`src/rtl/core/snrmf_pkg.sv`:
```
`timescale 1ns / 1ps
`default_nettype none
// ----------------------------------------------------------------------------
// snrmf_pkg
// Shared types and constants of the sonar range median filter.
// ----------------------------------------------------------------------------
package snrmf_pkg;

    localparam int RANGE_W        = 14;
    localparam int WINDOW_MAX_DEF = 16;
    localparam int WIDTH_REG_W    = 5;
    localparam int COEF_W         = 16;
    localparam int OFFS_W         = 15;
    localparam int ALT_W          = 16;
    localparam int FWD_W          = 15;
    localparam int GROUP_W        = 16;
    localparam int IN_DATA_W      = 16;
    localparam int OUT_DATA_W     = 120;
    localparam int CFG_IDX_W      = 3;
    localparam int CFG_DATA_W     = 16;

    // window fill value after reset
    localparam logic [RANGE_W-1:0] RESET_MAX_RANGE = 14'h3FFF;

    // configuration register indexes
    localparam logic [CFG_IDX_W-1:0] CFG_WINDOW_WIDTH    = 3'd0;
    localparam logic [CFG_IDX_W-1:0] CFG_MIN_RANGE       = 3'd1;
    localparam logic [CFG_IDX_W-1:0] CFG_MAX_RANGE       = 3'd2;
    localparam logic [CFG_IDX_W-1:0] CFG_SINE_COEF       = 3'd3;
    localparam logic [CFG_IDX_W-1:0] CFG_COSINE_COEF     = 3'd4;
    localparam logic [CFG_IDX_W-1:0] CFG_ALTITUDE_OFFSET = 3'd5;

    typedef enum logic [2:0] {
        ST_IDLE,
        ST_SHIFT_RD,
        ST_SHIFT_WR,
        ST_WRITE0,
        ST_RANK,
        ST_MUL,
        ST_POST,
        ST_DONE
    } t_state;

    typedef enum logic [1:0] {
        MS_RAW_SIN,
        MS_RAW_COS,
        MS_MED_SIN,
        MS_MED_COS
    } t_mul_slot;

endpackage
`default_nettype wire

```
`src/rtl/core/sonar_range_median_filter_top.sv`:
```
`timescale 1ns / 1ps
`default_nettype none
// ----------------------------------------------------------------------------
// sonar_range_median_filter_top
// Sliding-window median filter of sonar ranges with altitude and forward terms.
// ----------------------------------------------------------------------------
// The input stream carries the two range bytes of a reply (low byte in bits
// 7:0). A reading below min_range is taken and dropped without a result. Any
// other reading is shifted into a window held in a one-port synchronous RAM,
// the median is found by a rank count that streams the window through one read
// port, and four products share one multiplier. One result leaves on the
// output stream per kept reading. The user must write registers on the cfg
// channel only while the block is idle; the block does not enforce this.
// cfg is always ready. The rank count over the RAM read port is the longest
// part of the work on a reading. One reading is in work at a time.
// At reset every window entry reads as 16383 through per-entry valid bits, so
// no clearing pass is needed and input can be taken straight after reset.
// A stalled output holds its result; the next reading is taken and worked on
// and waits in its final step until the output register is free.
// ----------------------------------------------------------------------------
module sonar_range_median_filter_top
    import snrmf_pkg::*;
#(
    parameter int WINDOW_MAX = WINDOW_MAX_DEF
) (
    input  wire                   i_clk,
    input  wire                   i_rst_n,
    input  wire                   i_s_axis_tvalid,
    output logic                  o_s_axis_tready,
    // [7:0] range_byte_low, [15:8] range_byte_high
    input  wire  [IN_DATA_W-1:0]  i_s_axis_tdata,
    output logic                  o_m_axis_tvalid,
    input  wire                   i_m_axis_tready,
    // [13:0] raw_range, [27:14] median_range, [41:28] filtered_range,
    // [57:42] raw_altitude, [72:58] raw_forward, [88:73] filtered_altitude,
    // [103:89] filtered_forward, [119:104] group_index
    output logic [OUT_DATA_W-1:0] o_m_axis_tdata,
    input  wire                   i_cfg_valid,
    output logic                  o_cfg_ready,
    input  wire  [CFG_IDX_W-1:0]  i_cfg_index,
    input  wire  [CFG_DATA_W-1:0] i_cfg_data
);

    localparam int CNT_W  = $clog2(WINDOW_MAX + 1);
    localparam int ADDR_W = (WINDOW_MAX > 1) ? $clog2(WINDOW_MAX) : 1;
    localparam int EXT_W  = (CNT_W > WIDTH_REG_W) ? CNT_W : WIDTH_REG_W;
    localparam int PROD_W = RANGE_W + 1 + COEF_W;
    localparam int QUOT_W = PROD_W + 1 - 15;
    localparam int DIFF_W = QUOT_W + 1;

    // configuration
    logic [WIDTH_REG_W-1:0]   r_width;
    logic [RANGE_W-1:0]       r_min;
    logic [RANGE_W-1:0]       r_max;
    logic signed [COEF_W-1:0] r_sin;
    logic signed [COEF_W-1:0] r_cos;
    logic signed [OFFS_W-1:0] r_offs;

    // window memory
    logic [RANGE_W-1:0]    r_mem [WINDOW_MAX];
    logic [WINDOW_MAX-1:0] r_vld;
    logic [RANGE_W-1:0]    r_rd_data;
    logic                  r_rd_vld;
    logic                  s_rd_en;
    logic [ADDR_W-1:0]     s_rd_addr;
    logic                  s_wr_en;
    logic [ADDR_W-1:0]     s_wr_addr;
    logic [RANGE_W-1:0]    s_wr_data;
    logic [RANGE_W-1:0]    s_rd_q;

    t_state r_state, n_state;

    logic [RANGE_W-1:0] r_raw;
    logic [CNT_W-1:0]   r_w;
    logic [CNT_W-1:0]   r_k;
    logic [CNT_W-1:0]   r_si;
    logic [CNT_W-1:0]   r_ci;
    logic [CNT_W-1:0]   r_j;
    logic [CNT_W-1:0]   r_less;
    logic [CNT_W-1:0]   r_leq;
    logic [RANGE_W-1:0] r_cand;
    logic [RANGE_W-1:0] r_med;
    logic               r_tag_vld;
    logic               r_tag_cand;
    logic               r_tag_last;
    logic [CNT_W-1:0]   r_phase;
    logic [GROUP_W-1:0] r_group;

    t_mul_slot                r_mi;
    t_mul_slot                r_pslot;
    logic                     r_pvld;
    logic signed [PROD_W-1:0] r_prod;

    logic signed [ALT_W-1:0] r_ralt;
    logic signed [FWD_W-1:0] r_rfwd;
    logic signed [ALT_W-1:0] r_falt;
    logic signed [FWD_W-1:0] r_ffwd;

    logic                  r_out_vld;
    logic [OUT_DATA_W-1:0] r_out_data;

    logic [RANGE_W-1:0] s_raw;
    logic               s_acc;
    logic               s_keep;
    logic [EXT_W-1:0]   s_wext;
    logic [CNT_W-1:0]   s_eff_w;
    logic               s_lt;
    logic               s_le;
    logic [CNT_W-1:0]   s_less_n;
    logic [CNT_W-1:0]   s_leq_n;
    logic               s_found;
    logic               s_out_fire;
    logic               s_in_bounds;
    logic [CNT_W:0]     s_phase_inc;

    logic [RANGE_W-1:0]       s_op;
    logic signed [COEF_W-1:0] s_coef;
    logic signed [PROD_W:0]   s_rsum;
    logic signed [QUOT_W-1:0] s_q;
    logic signed [DIFF_W-1:0] s_alt;
    logic signed [ALT_W-1:0]  s_alt_sat;
    logic signed [FWD_W-1:0]  s_fwd_sat;

    logic [RANGE_W-1:0]      s_filt;
    logic signed [ALT_W-1:0] s_falt_o;
    logic signed [FWD_W-1:0] s_ffwd_o;

    assign o_cfg_ready     = 1'b1;
    assign o_s_axis_tready = (r_state == ST_IDLE);
    assign o_m_axis_tvalid = r_out_vld;
    assign o_m_axis_tdata  = r_out_data;

    // bit 7 of both bytes is unused
    assign s_raw  = {i_s_axis_tdata[14:8], i_s_axis_tdata[6:0]};
    assign s_acc  = i_s_axis_tvalid && o_s_axis_tready;
    assign s_keep = s_acc && (s_raw >= r_min);

    always_comb begin
        s_wext = EXT_W'(r_width);
        if (r_width == '0) begin
            s_eff_w = CNT_W'(1);
        end else if (s_wext > EXT_W'(WINDOW_MAX)) begin
            s_eff_w = CNT_W'(WINDOW_MAX);
        end else begin
            s_eff_w = CNT_W'(s_wext);
        end
    end

    // entries never written since reset read as the reset fill
    assign s_rd_q = r_rd_vld ? r_rd_data : RESET_MAX_RANGE;

    // rank count against the held candidate
    assign s_lt     = (s_rd_q < r_cand);
    assign s_le     = (s_rd_q <= r_cand);
    assign s_less_n = r_less + CNT_W'(s_lt);
    assign s_leq_n  = r_leq + CNT_W'(s_le);
    assign s_found  = r_tag_vld && !r_tag_cand && r_tag_last
                      && (s_less_n <= r_k) && (r_k < s_leq_n);

    assign s_out_fire  = !r_out_vld || i_m_axis_tready;
    assign s_phase_inc = {1'b0, r_phase} + (CNT_W + 1)'(1);

    // next state
    always_comb begin
        n_state = r_state;
        unique case (r_state)
            ST_IDLE: begin
                if (s_keep) begin
                    n_state = (s_eff_w > CNT_W'(1)) ? ST_SHIFT_RD : ST_WRITE0;
                end
            end
            ST_SHIFT_RD: n_state = ST_SHIFT_WR;
            ST_SHIFT_WR: n_state = (r_si == CNT_W'(1)) ? ST_WRITE0 : ST_SHIFT_RD;
            ST_WRITE0:   n_state = ST_RANK;
            ST_RANK: begin
                if (s_found) begin
                    n_state = ST_MUL;
                end
            end
            ST_MUL: begin
                if (r_mi == MS_MED_COS) begin
                    n_state = ST_POST;
                end
            end
            ST_POST:     n_state = ST_DONE;
            ST_DONE: begin
                if (s_out_fire) begin
                    n_state = ST_IDLE;
                end
            end
            default:     n_state = ST_IDLE;
        endcase
    end

    // memory port controls
    always_comb begin
        s_rd_en   = 1'b0;
        s_rd_addr = '0;
        s_wr_en   = 1'b0;
        s_wr_addr = '0;
        s_wr_data = r_raw;
        unique case (r_state)
            ST_SHIFT_RD: begin
                s_rd_en   = 1'b1;
                s_rd_addr = ADDR_W'(r_si - CNT_W'(1));
            end
            ST_SHIFT_WR: begin
                s_wr_en   = 1'b1;
                s_wr_addr = ADDR_W'(r_si);
                s_wr_data = s_rd_q;
            end
            ST_WRITE0: begin
                s_wr_en   = 1'b1;
                s_wr_addr = '0;
                s_wr_data = r_raw;
            end
            ST_RANK: begin
                s_rd_en   = 1'b1;
                s_rd_addr = (r_j == '0) ? ADDR_W'(r_ci) : ADDR_W'(r_j - CNT_W'(1));
            end
            ST_IDLE, ST_MUL, ST_POST, ST_DONE: begin
                s_rd_en = 1'b0;
            end
            default: begin
                s_rd_en = 1'b0;
            end
        endcase
    end

    // window memory with registered read
    always_ff @(posedge i_clk) begin
        if (s_wr_en) begin
            r_mem[s_wr_addr] <= s_wr_data;
        end
        if (s_rd_en) begin
            r_rd_data <= r_mem[s_rd_addr];
        end
    end

    always_ff @(posedge i_clk) begin
        if (!i_rst_n) begin
            r_vld    <= '0;
            r_rd_vld <= 1'b0;
        end else begin
            if (s_wr_en) begin
                r_vld[s_wr_addr] <= 1'b1;
            end
            if (s_rd_en) begin
                r_rd_vld <= r_vld[s_rd_addr];
            end
        end
    end

    // configuration registers
    always_ff @(posedge i_clk) begin
        if (!i_rst_n) begin
            r_width <= WIDTH_REG_W'(5);
            r_min   <= '0;
            r_max   <= RESET_MAX_RANGE;
            r_sin   <= '0;
            r_cos   <= COEF_W'(32767);
            r_offs  <= '0;
        end else if (i_cfg_valid && o_cfg_ready) begin
            case (i_cfg_index)
                CFG_WINDOW_WIDTH:    r_width <= i_cfg_data[WIDTH_REG_W-1:0];
                CFG_MIN_RANGE:       r_min   <= i_cfg_data[RANGE_W-1:0];
                CFG_MAX_RANGE:       r_max   <= i_cfg_data[RANGE_W-1:0];
                CFG_SINE_COEF:       r_sin   <= i_cfg_data[COEF_W-1:0];
                CFG_COSINE_COEF:     r_cos   <= i_cfg_data[COEF_W-1:0];
                CFG_ALTITUDE_OFFSET: r_offs  <= i_cfg_data[OFFS_W-1:0];
                default: ;
            endcase
        end
    end

    // control state
    always_ff @(posedge i_clk) begin
        if (!i_rst_n) begin
            r_state   <= ST_IDLE;
            r_tag_vld <= 1'b0;
            r_pvld    <= 1'b0;
            r_out_vld <= 1'b0;
            r_phase   <= '0;
            r_group   <= '0;
        end else begin
            r_state   <= n_state;
            r_tag_vld <= (r_state == ST_RANK) && (n_state == ST_RANK);
            r_pvld    <= (r_state == ST_MUL);
            if (r_state == ST_WRITE0) begin
                if (s_phase_inc >= {1'b0, r_w}) begin
                    r_phase <= '0;
                    r_group <= r_group + GROUP_W'(1);
                end else begin
                    r_phase <= s_phase_inc[CNT_W-1:0];
                end
            end
            if (r_state == ST_DONE && s_out_fire) begin
                r_out_vld <= 1'b1;
            end else if (i_m_axis_tready) begin
                r_out_vld <= 1'b0;
            end
        end
    end

    // multiplier operands
    always_comb begin
        s_op   = r_raw;
        s_coef = r_sin;
        unique case (r_mi)
            MS_RAW_SIN: begin s_op = r_raw; s_coef = r_sin; end
            MS_RAW_COS: begin s_op = r_raw; s_coef = r_cos; end
            MS_MED_SIN: begin s_op = r_med; s_coef = r_sin; end
            MS_MED_COS: begin s_op = r_med; s_coef = r_cos; end
            default:    begin s_op = r_raw; s_coef = r_sin; end
        endcase
    end

    // round half up, subtract offset (altitude only), saturate
    always_comb begin
        s_rsum = {r_prod[PROD_W-1], r_prod} + (PROD_W + 1)'(16384);
        s_q    = s_rsum[PROD_W:15];
        s_alt  = {s_q[QUOT_W-1], s_q}
                 - {{(DIFF_W - OFFS_W){r_offs[OFFS_W-1]}}, r_offs};
        if (s_alt > DIFF_W'(32767)) begin
            s_alt_sat = ALT_W'(32767);
        end else if (s_alt < -(DIFF_W'(32768))) begin
            s_alt_sat = ALT_W'(32768);
        end else begin
            s_alt_sat = s_alt[ALT_W-1:0];
        end
        if (s_q > QUOT_W'(16383)) begin
            s_fwd_sat = FWD_W'(16383);
        end else if (s_q < -(QUOT_W'(16384))) begin
            s_fwd_sat = FWD_W'(16384);
        end else begin
            s_fwd_sat = s_q[FWD_W-1:0];
        end
    end

    // median path: a median outside (min_range, max_range) is replaced by max_range
    always_comb begin
        s_in_bounds = (r_med > r_min) && (r_med < r_max);
        if (s_in_bounds) begin
            s_filt   = r_med;
            s_falt_o = r_falt;
            s_ffwd_o = r_ffwd;
        end else begin
            s_filt   = r_max;
            s_falt_o = {{(ALT_W - RANGE_W){1'b0}}, r_max};
            s_ffwd_o = {{(FWD_W - RANGE_W){1'b0}}, r_max};
        end
    end

    // datapath
    always_ff @(posedge i_clk) begin
        if (r_state == ST_IDLE && s_keep) begin
            r_raw <= s_raw;
            r_w   <= s_eff_w;
            r_k   <= s_eff_w >> 1;
            r_si  <= s_eff_w - CNT_W'(1);
        end
        if (r_state == ST_SHIFT_WR) begin
            r_si <= r_si - CNT_W'(1);
        end
        if (r_state == ST_WRITE0) begin
            r_ci <= '0;
            r_j  <= '0;
            r_mi <= MS_RAW_SIN;
        end
        if (r_state == ST_RANK) begin
            r_tag_cand <= (r_j == '0);
            r_tag_last <= (r_j == r_w);
            if (r_j == r_w) begin
                r_j  <= '0;
                r_ci <= r_ci + CNT_W'(1);
            end else begin
                r_j <= r_j + CNT_W'(1);
            end
            if (r_tag_vld) begin
                if (r_tag_cand) begin
                    r_cand <= s_rd_q;
                    r_less <= '0;
                    r_leq  <= '0;
                end else begin
                    r_less <= s_less_n;
                    r_leq  <= s_leq_n;
                end
            end
            if (s_found) begin
                r_med <= r_cand;
            end
        end
        if (r_state == ST_MUL) begin
            r_prod  <= $signed({1'b0, s_op}) * s_coef;
            r_pslot <= r_mi;
            r_mi    <= t_mul_slot'(r_mi + 2'd1);
        end
        if (r_pvld) begin
            unique case (r_pslot)
                MS_RAW_SIN: r_ralt <= s_alt_sat;
                MS_RAW_COS: r_rfwd <= s_fwd_sat;
                MS_MED_SIN: r_falt <= s_alt_sat;
                MS_MED_COS: r_ffwd <= s_fwd_sat;
                default:    r_ralt <= s_alt_sat;
            endcase
        end
        if (r_state == ST_DONE && s_out_fire) begin
            r_out_data <= {r_group, s_ffwd_o, s_falt_o, r_rfwd, r_ralt,
                           s_filt, r_med, r_raw};
        end
    end

endmodule
`default_nettype wire
```
`config.mk`:
```
export PLATFORM = sky130hd
export DESIGN_NAME = sonar_range_median_filter_top
export DESIGN_NICKNAME = d
export VERILOG_FILES = /design/src/rtl/core/snrmf_pkg.sv /design/src/rtl/core/sonar_range_median_filter_top.sv
export SDC_FILE = /design/constraint.sdc
export NUM_CORES = 2
export LEC_CHECK = 0
export BUFFER_PORTS_ARGS = -buffer_cell sky130_fd_sc_hd__clkbuf_2
export CELL_PAD_IN_SITES_DETAIL_PLACEMENT = 0
export CELL_PAD_IN_SITES_GLOBAL_PLACEMENT = 1
export CORE_ASPECT_RATIO = 0.9
export CORE_MARGIN = 8
export CORE_UTILIZATION = 30
export CTS_CLUSTER_SIZE = 24
export DETAILED_ROUTE_END_ITERATION = 6
export GPL_TIMING_DRIVEN = 0
export PLACE_DENSITY_LB_ADDON = 0.3
export SYNTH_ARGS = -nofsm -noshare
export SYNTH_HDL_FRONTEND = slang
export SYNTH_SLANG_ARGS = --single-unit
```
`constraint.sdc`:
```
create_clock -name i_clk -period 24.9 [get_ports i_clk]
set_input_delay 1.245 -clock i_clk [delete_from_list [all_inputs] [get_ports i_clk]]
set_output_delay 1.245 -clock i_clk [all_outputs]
set_load 0.01 [all_outputs]
```
* Yosys cells after proc, flatten, opt, wreduce, memory -nomap -nowiden *
Memories as Yosys holds them, arrays and structs flattened. A register that Yosys moved wholly into a read port is not among the register bits.
Index checks and enable logic that the tools add are counted.

storage, ports and cells
  register bits after elaboration = 419
  RAM bits = 224
  output and inout bits = 123
  logic and storage cells = 176
  memories kept = 1

operators by class
  add/subtract/negate cells = 12
  $mul = 1
  magnitude comparators = 17
  equality and inequality tests = 21
  muxes and demuxes = 44
  bitwise logic cells = 1
  reduce and logical (&&, ||, !) cells = 44

memories
  memory  words  width  rd ports  clocked after Yosys merged registers in  wr ports  RTL line                             text
  r_mem   16     14     1         1                                        1         sonar_range_median_filter_top.sv:60  logic [RANGE_W-1:0] r_mem [WINDOW_MAX];

operator list
  cell                                                           number
  2-to-1 mux 14 bit                                              5
  2-to-1 mux 5 bit                                               11
  adder 31 x 16 -> 32 bit (second input constant)                1
  2-to-1 mux 16 bit                                              2
  one-hot mux 16 bit (2 select lines)                            1
  multiplier 15 x 16 -> 31 bit                                   1
  2-to-1 mux 15 bit                                              2
  less-than comparator 14 bit                                    2
  one-hot mux 14 bit (2 select lines)                            1
  AND reduction 2 bit                                            13
  one-hot mux 3 bit (8 select lines)                             1
  equality test 3 bit (second input constant)                    7
  > comparator 18 x 16 -> 1 bit (second input constant)          1
  less-than comparator 18 x 16 -> 1 bit (second input constant)  1
  subtractor 17 x 15 -> 18 bit                                   1
  > comparator 17 x 15 -> 1 bit (second input constant)          1
  less-than comparator 17 x 15 -> 1 bit (second input constant)  1
  adder 16 x 1 -> 16 bit (second input constant)                 1
  bitwise OR 16 bit                                              1
  greater-or-equal comparator 14 bit                             1
  > comparator 14 bit                                            1
  less-or-equal comparator 14 bit                                1
  equality test 3 x 2 -> 1 bit (second input constant)           4
  2-to-1 mux 3 bit                                               4
  other kinds (33)                                               75

* Longest topological paths before layout *
  depth in word-level cells = 10
  mapped depth = 29
  depth with buffers taken out = 27

* Worst setup path before layout *
OpenSTA, ideal clock, no wires.

  path type = register to register
  start point = reg r_mi[0]
  end point = reg r_prod[30], data pin
  library setup time = 0.260 ns
  data arrival time = 7.626 ns
  required time = 24.640 ns
  setup slack = 17.014 ns
  stages on the path, launching flop included = 27
  buffers on the path = 3
  clock period less this slack = 7.886 ns
  cell sequence = edfxtp_1 ha_1 buf_2 nor2_1 buf_2 buf_1 mux2i_1 nor2_1 fa_1 fa_1 inv_1 fa_1 inv_1 fa_1 fa_1 inv_1 fa_1 inv_1 ha_1 a21o_1 a21o_1 a221oi_1 nor2_1 a211oi_1 o31ai_4 a31o_1 xnor2_1

on the way
  longest elaborated chain between the ends = 4
  elaborated cells between the ends (all ways) = 11
  those cells by class = 1 x mul; 3 x eq/ne; 2 x mux; 5 x reduce/logical

ends and longest elaborated chain
  what                                                                                               RTL line                              text
  from (decl)                                                                                        sonar_range_median_filter_top.sv:89   t_mul_slot r_mi;
  from (signal assigned)                                                                             sonar_range_median_filter_top.sv:396  r_mi <= t_mul_slot'(r_mi + 2'd1);
  equality test 2 bit (tied with other cells)                                                        sonar_range_median_filter_top.sv:309  unique case (r_mi)
  OR reduction 2 bit (no source line)                                                                -
  one-hot mux 14 bit (2 select lines) / one-hot mux 16 bit (2 select lines) (equally long branches)  sonar_range_median_filter_top.sv:309
  multiplier 15 x 16 -> 31 bit (*)                                                                   sonar_range_median_filter_top.sv:394  r_prod <= $signed({1'b0, s_op}) * s_coef;
  to (signal assigned)                                                                               sonar_range_median_filter_top.sv:394
  to (decl)                                                                                          sonar_range_median_filter_top.sv:92   logic signed [PROD_W-1:0] r_prod;

Mark *: on every way between the ends. The rest lies on a longest branch, timed or not.
A chain may end at the register's enable or synchronous reset.

* Final worst setup path *
Ends and elaborated chain as after synthesis.

==> results.json <==
{
  "crit_path_end_kind": "flop",
  "relSlewSlack_pct": 7.41,
  "dieArea_mm2": 0.130,
  "power_per_cell_area_mw_per_mm2": 87.0,
  "synthCells": 3096,
  "slowest_delay_ns": 1.14,
  "row_count": 119,
  "wl_um": 106000,
  "vias_per_cell": 4.72,
  "critPathLaunchType": "flop",
  "ios": 163,
  "cts_buffers": 74,
  "area_growth_pct": 15.9,
  "fin_crit_ns": 9.37,
  "final_util_pct": 35.1,
  "synthTopCellsByArea": "edfxtp_1 (43%), fa_1 (12%), dfxtp_1 (7.2%)",
  "die_h_um": 342,
  "grtUsageTotal_pct": 16.2,
  "clock_latency_ns": 0.66,
  "slew_violations": 0,
  "setup_viol": 0,
  "crit_type": "reg -> reg",
  "grt_max_degree": 38,
  "tns_ns": 0,
  "fin_ws_ns": 15.53,
  "drt_iter0_drc": 1723,
  "fp.dieW_um": 378,
  "grt_pass1_vias": 23700,
  "final_hold_viol_count": 0,
  "crit_fanout": 10,
  "cp_data_arrival_time_ns": 9.70,
  "initial_core_util_pct": 30.3,
  "synth_edf_count": 510,
  "fin_nets": 3784,
  "period_share_pct": 37.6,
  "design_area_mm2": 0.0411,
  "drv_cap": 0,
  "avgRoutedWirePerCell_um": 21.3,
  "antenna_left": 0,
  "crit_top_cell": "fa_1",
  "worst-path-buf-inv": 7,
  "port_buffers": 158,
  "ys_seq_elements": 638,
  "vias": 23600,
  "synth_area_leader_cell": "edfxtp_1",
  "holdWs_ns": 0.388,
  "mostFrequentLayoutCells": "edfxtp_1 (510), nand2_1 (382), inv_1 (364)",
  "clk_pin_slew_ns": 0.06,
  "seq_area_mm2": 0.0179,
  "rsz0062_at_grt": "false",
  "synth_flop_cell": "edfxtp_1",
  "grt_first_pass_wirelength_um": 157000,
  "dp_slack_ns": 15.44,
  "place_area_mm2": 0.0387,
  "htreeDepth": 3,
  "core_mm2": 0.117,
  "fin_skew_ns": 0.0664,
  "final_common_cell": "edfxtp_1",
  "critPathSlowestCell": "mux2i_1",
  "async_flop_share_pct": 0,
  "syn_nets": 3527,
  "ctsHoldBuffers": 0,
  "multiInputGateArea_mm2": 0.0158,
  "avgSynthCellArea_um2": 11.5,
  "drive_above_1_share_pct": 12.0,
  "worstMarginPinSlew_ns": 1.35,
  "synth_top_area_share_pct": 43.2,
  "drt-pass1-iter-count": 5,
  "leakage_nw": 16.2,
  "grt_overflow": 0,
  "post_cts_buffers": 0,
  "fillCellCount": 11700,
  "ir_drop_uv": 91.6,
  "cts_resized": 0,
  "synthDistinctLibCells": 75,
  "ys_seq_area_share_pct": 50.4,
  "clock_path_buffers": 3,
  "remaining_drc_errors": 0,
  "gp_congestion": 0.874,
  "antenna_found_initial": 15,
  "crit_family": "adder cells",
  "cts_tree": "done",
  "status": "complete, no violations",
  "crit_required_ns": 25.22,
  "syn_area_mm2": 0.0355,
  "yosys_warnings": 0,
  "hp-class": "reg -> reg",
  "cts_root_buffer": "clkbuf_16",
  "fmax_mhz": 107,
  "dpl.hpwl_um": 81500,
  "cts_sinks": 638
}
==> state kept, by name, summed over array words and instances (netlist names), 16 cells and up <==
signal / count
r_group: 16
r_mem: 224
r_ralt: 16
o_m_axis_tdata: 120
r_prod: 17
r_falt: 16
r_vld: 16
r_sin: 16
r_cos: 16
==> final cells by class <==
type                       count  share of cell area, %
sequential                   638                   43.5
multi-input combinational   1963                   38.3
clock buffer                  93                   4.80
tap                         1573                   4.79
inverter                     367                   3.35
timing repair buffer         181                   2.74
buffer                       128                   1.33
clock inverter                41                   1.12
antenna                        6                 0.0365
==> Yosys cell counts, drive strengths merged (10+ instances only) <==
cell type / instances
a211oi: 82
a21bo: 10
a21o: 30
a21oi: 141
a311oi: 28
a31oi: 34
and2: 71
and3: 21
buf: 44
clkbuf: 84
dfxtp: 128
edfxtp: 510
fa: 218
ha: 173
inv: 367
mux2: 77
mux2i: 34
nand2: 382
nand2b: 35
nand3: 65
nand4: 23
nor2: 242
nor2b: 21
nor3: 25
o211ai: 22
o21a: 11
o21ai: 48
xnor2: 49
xor2: 38
==> per-stage QoR <==
stage / instances / power [mW]
after detailed placement: 4850 / 2.51
final: 4990 / 3.58
after global routing: 4985 / 3.82
after global placement: 4827 / 2.51
after floorplan: 3096 / 2.12
after CTS: 4984 / 3.61
==> where the power goes <==
group / switching (mW) / internal, mW / total [mW]
sequential: 0.0111 / 1.22 / 1.23
clock: 0.459 / 0.623 / 1.08
combinational: 0.790 / 0.475 / 1.27
total: 1.26 / 2.32 / 3.58
==> layer usage <==
layer	share of wire, %	global-route usage (%)	vias up
li1	-	-	11100
met1	47	23.2	11600
met2	43	24.3	681
met3	8.2	4.25	139
met4	2.2	4.00	10
met5	0.055	0	-
==> cells by family (layout without fill, tap and decap cells) <==
kind of cell               count (synthesis)  in the layout  share of synthesized area (%)
xor gates and xnor gates                  87             87                           2.15
buffers and inverters                    495            810                           5.42
adders and majority gates                391            391                           18.4
muxes                                    111            111                           3.40
and+or+nand+nor                          926            926                           11.8
AOI/OAI and AO/OA                        447            447                           8.42
other                                      1              7                         0.0106
DFF                                      638            638                           50.4
==> final timing paths <==
check | start | to | slack [ns] | cells past startpoint
max | r_mi[0]$_SDFFCE_PN0P_ | r_prod[30]$_DFFE_PP_ | 15.53 | 26
min | r_rfwd[12]$_DFFE_PP_ | o_m_axis_tdata[70]$_DFFE_PP_ | 0.39 | 0
max reg2reg | r_mi[0]$_SDFFCE_PN0P_ | r_prod[30]$_DFFE_PP_ | 15.53 | 26
min reg2reg | r_rfwd[12]$_DFFE_PP_ | o_m_axis_tdata[70]$_DFFE_PP_ | 0.39 | 0
==> worst register-to-register path, cell delays in order (launching register included) <==
cell,delay (ns)
edfxtp_1,0.46
ha_1,0.23
buf_2,0.19
nor2_1,0.32
buf_2,0.34
buf_1,0.59
mux2i_1,1.14
nor2_1,0.20
fa_1,0.59
inv_1,0.05
fa_1,0.47
inv_1,0.06
fa_1,0.52
fa_1,0.44
fa_1,0.58
inv_1,0.06
fa_1,0.54
inv_1,0.05
ha_1,0.30
o211ai_1,0.09
nor2_1,0.30
nand4_2,0.31
a211oi_4,0.47
o21ai_2,0.17
o31ai_4,0.32
a31o_1,0.19
xnor2_1,0.07
Power figures use the tool's default switching activity.
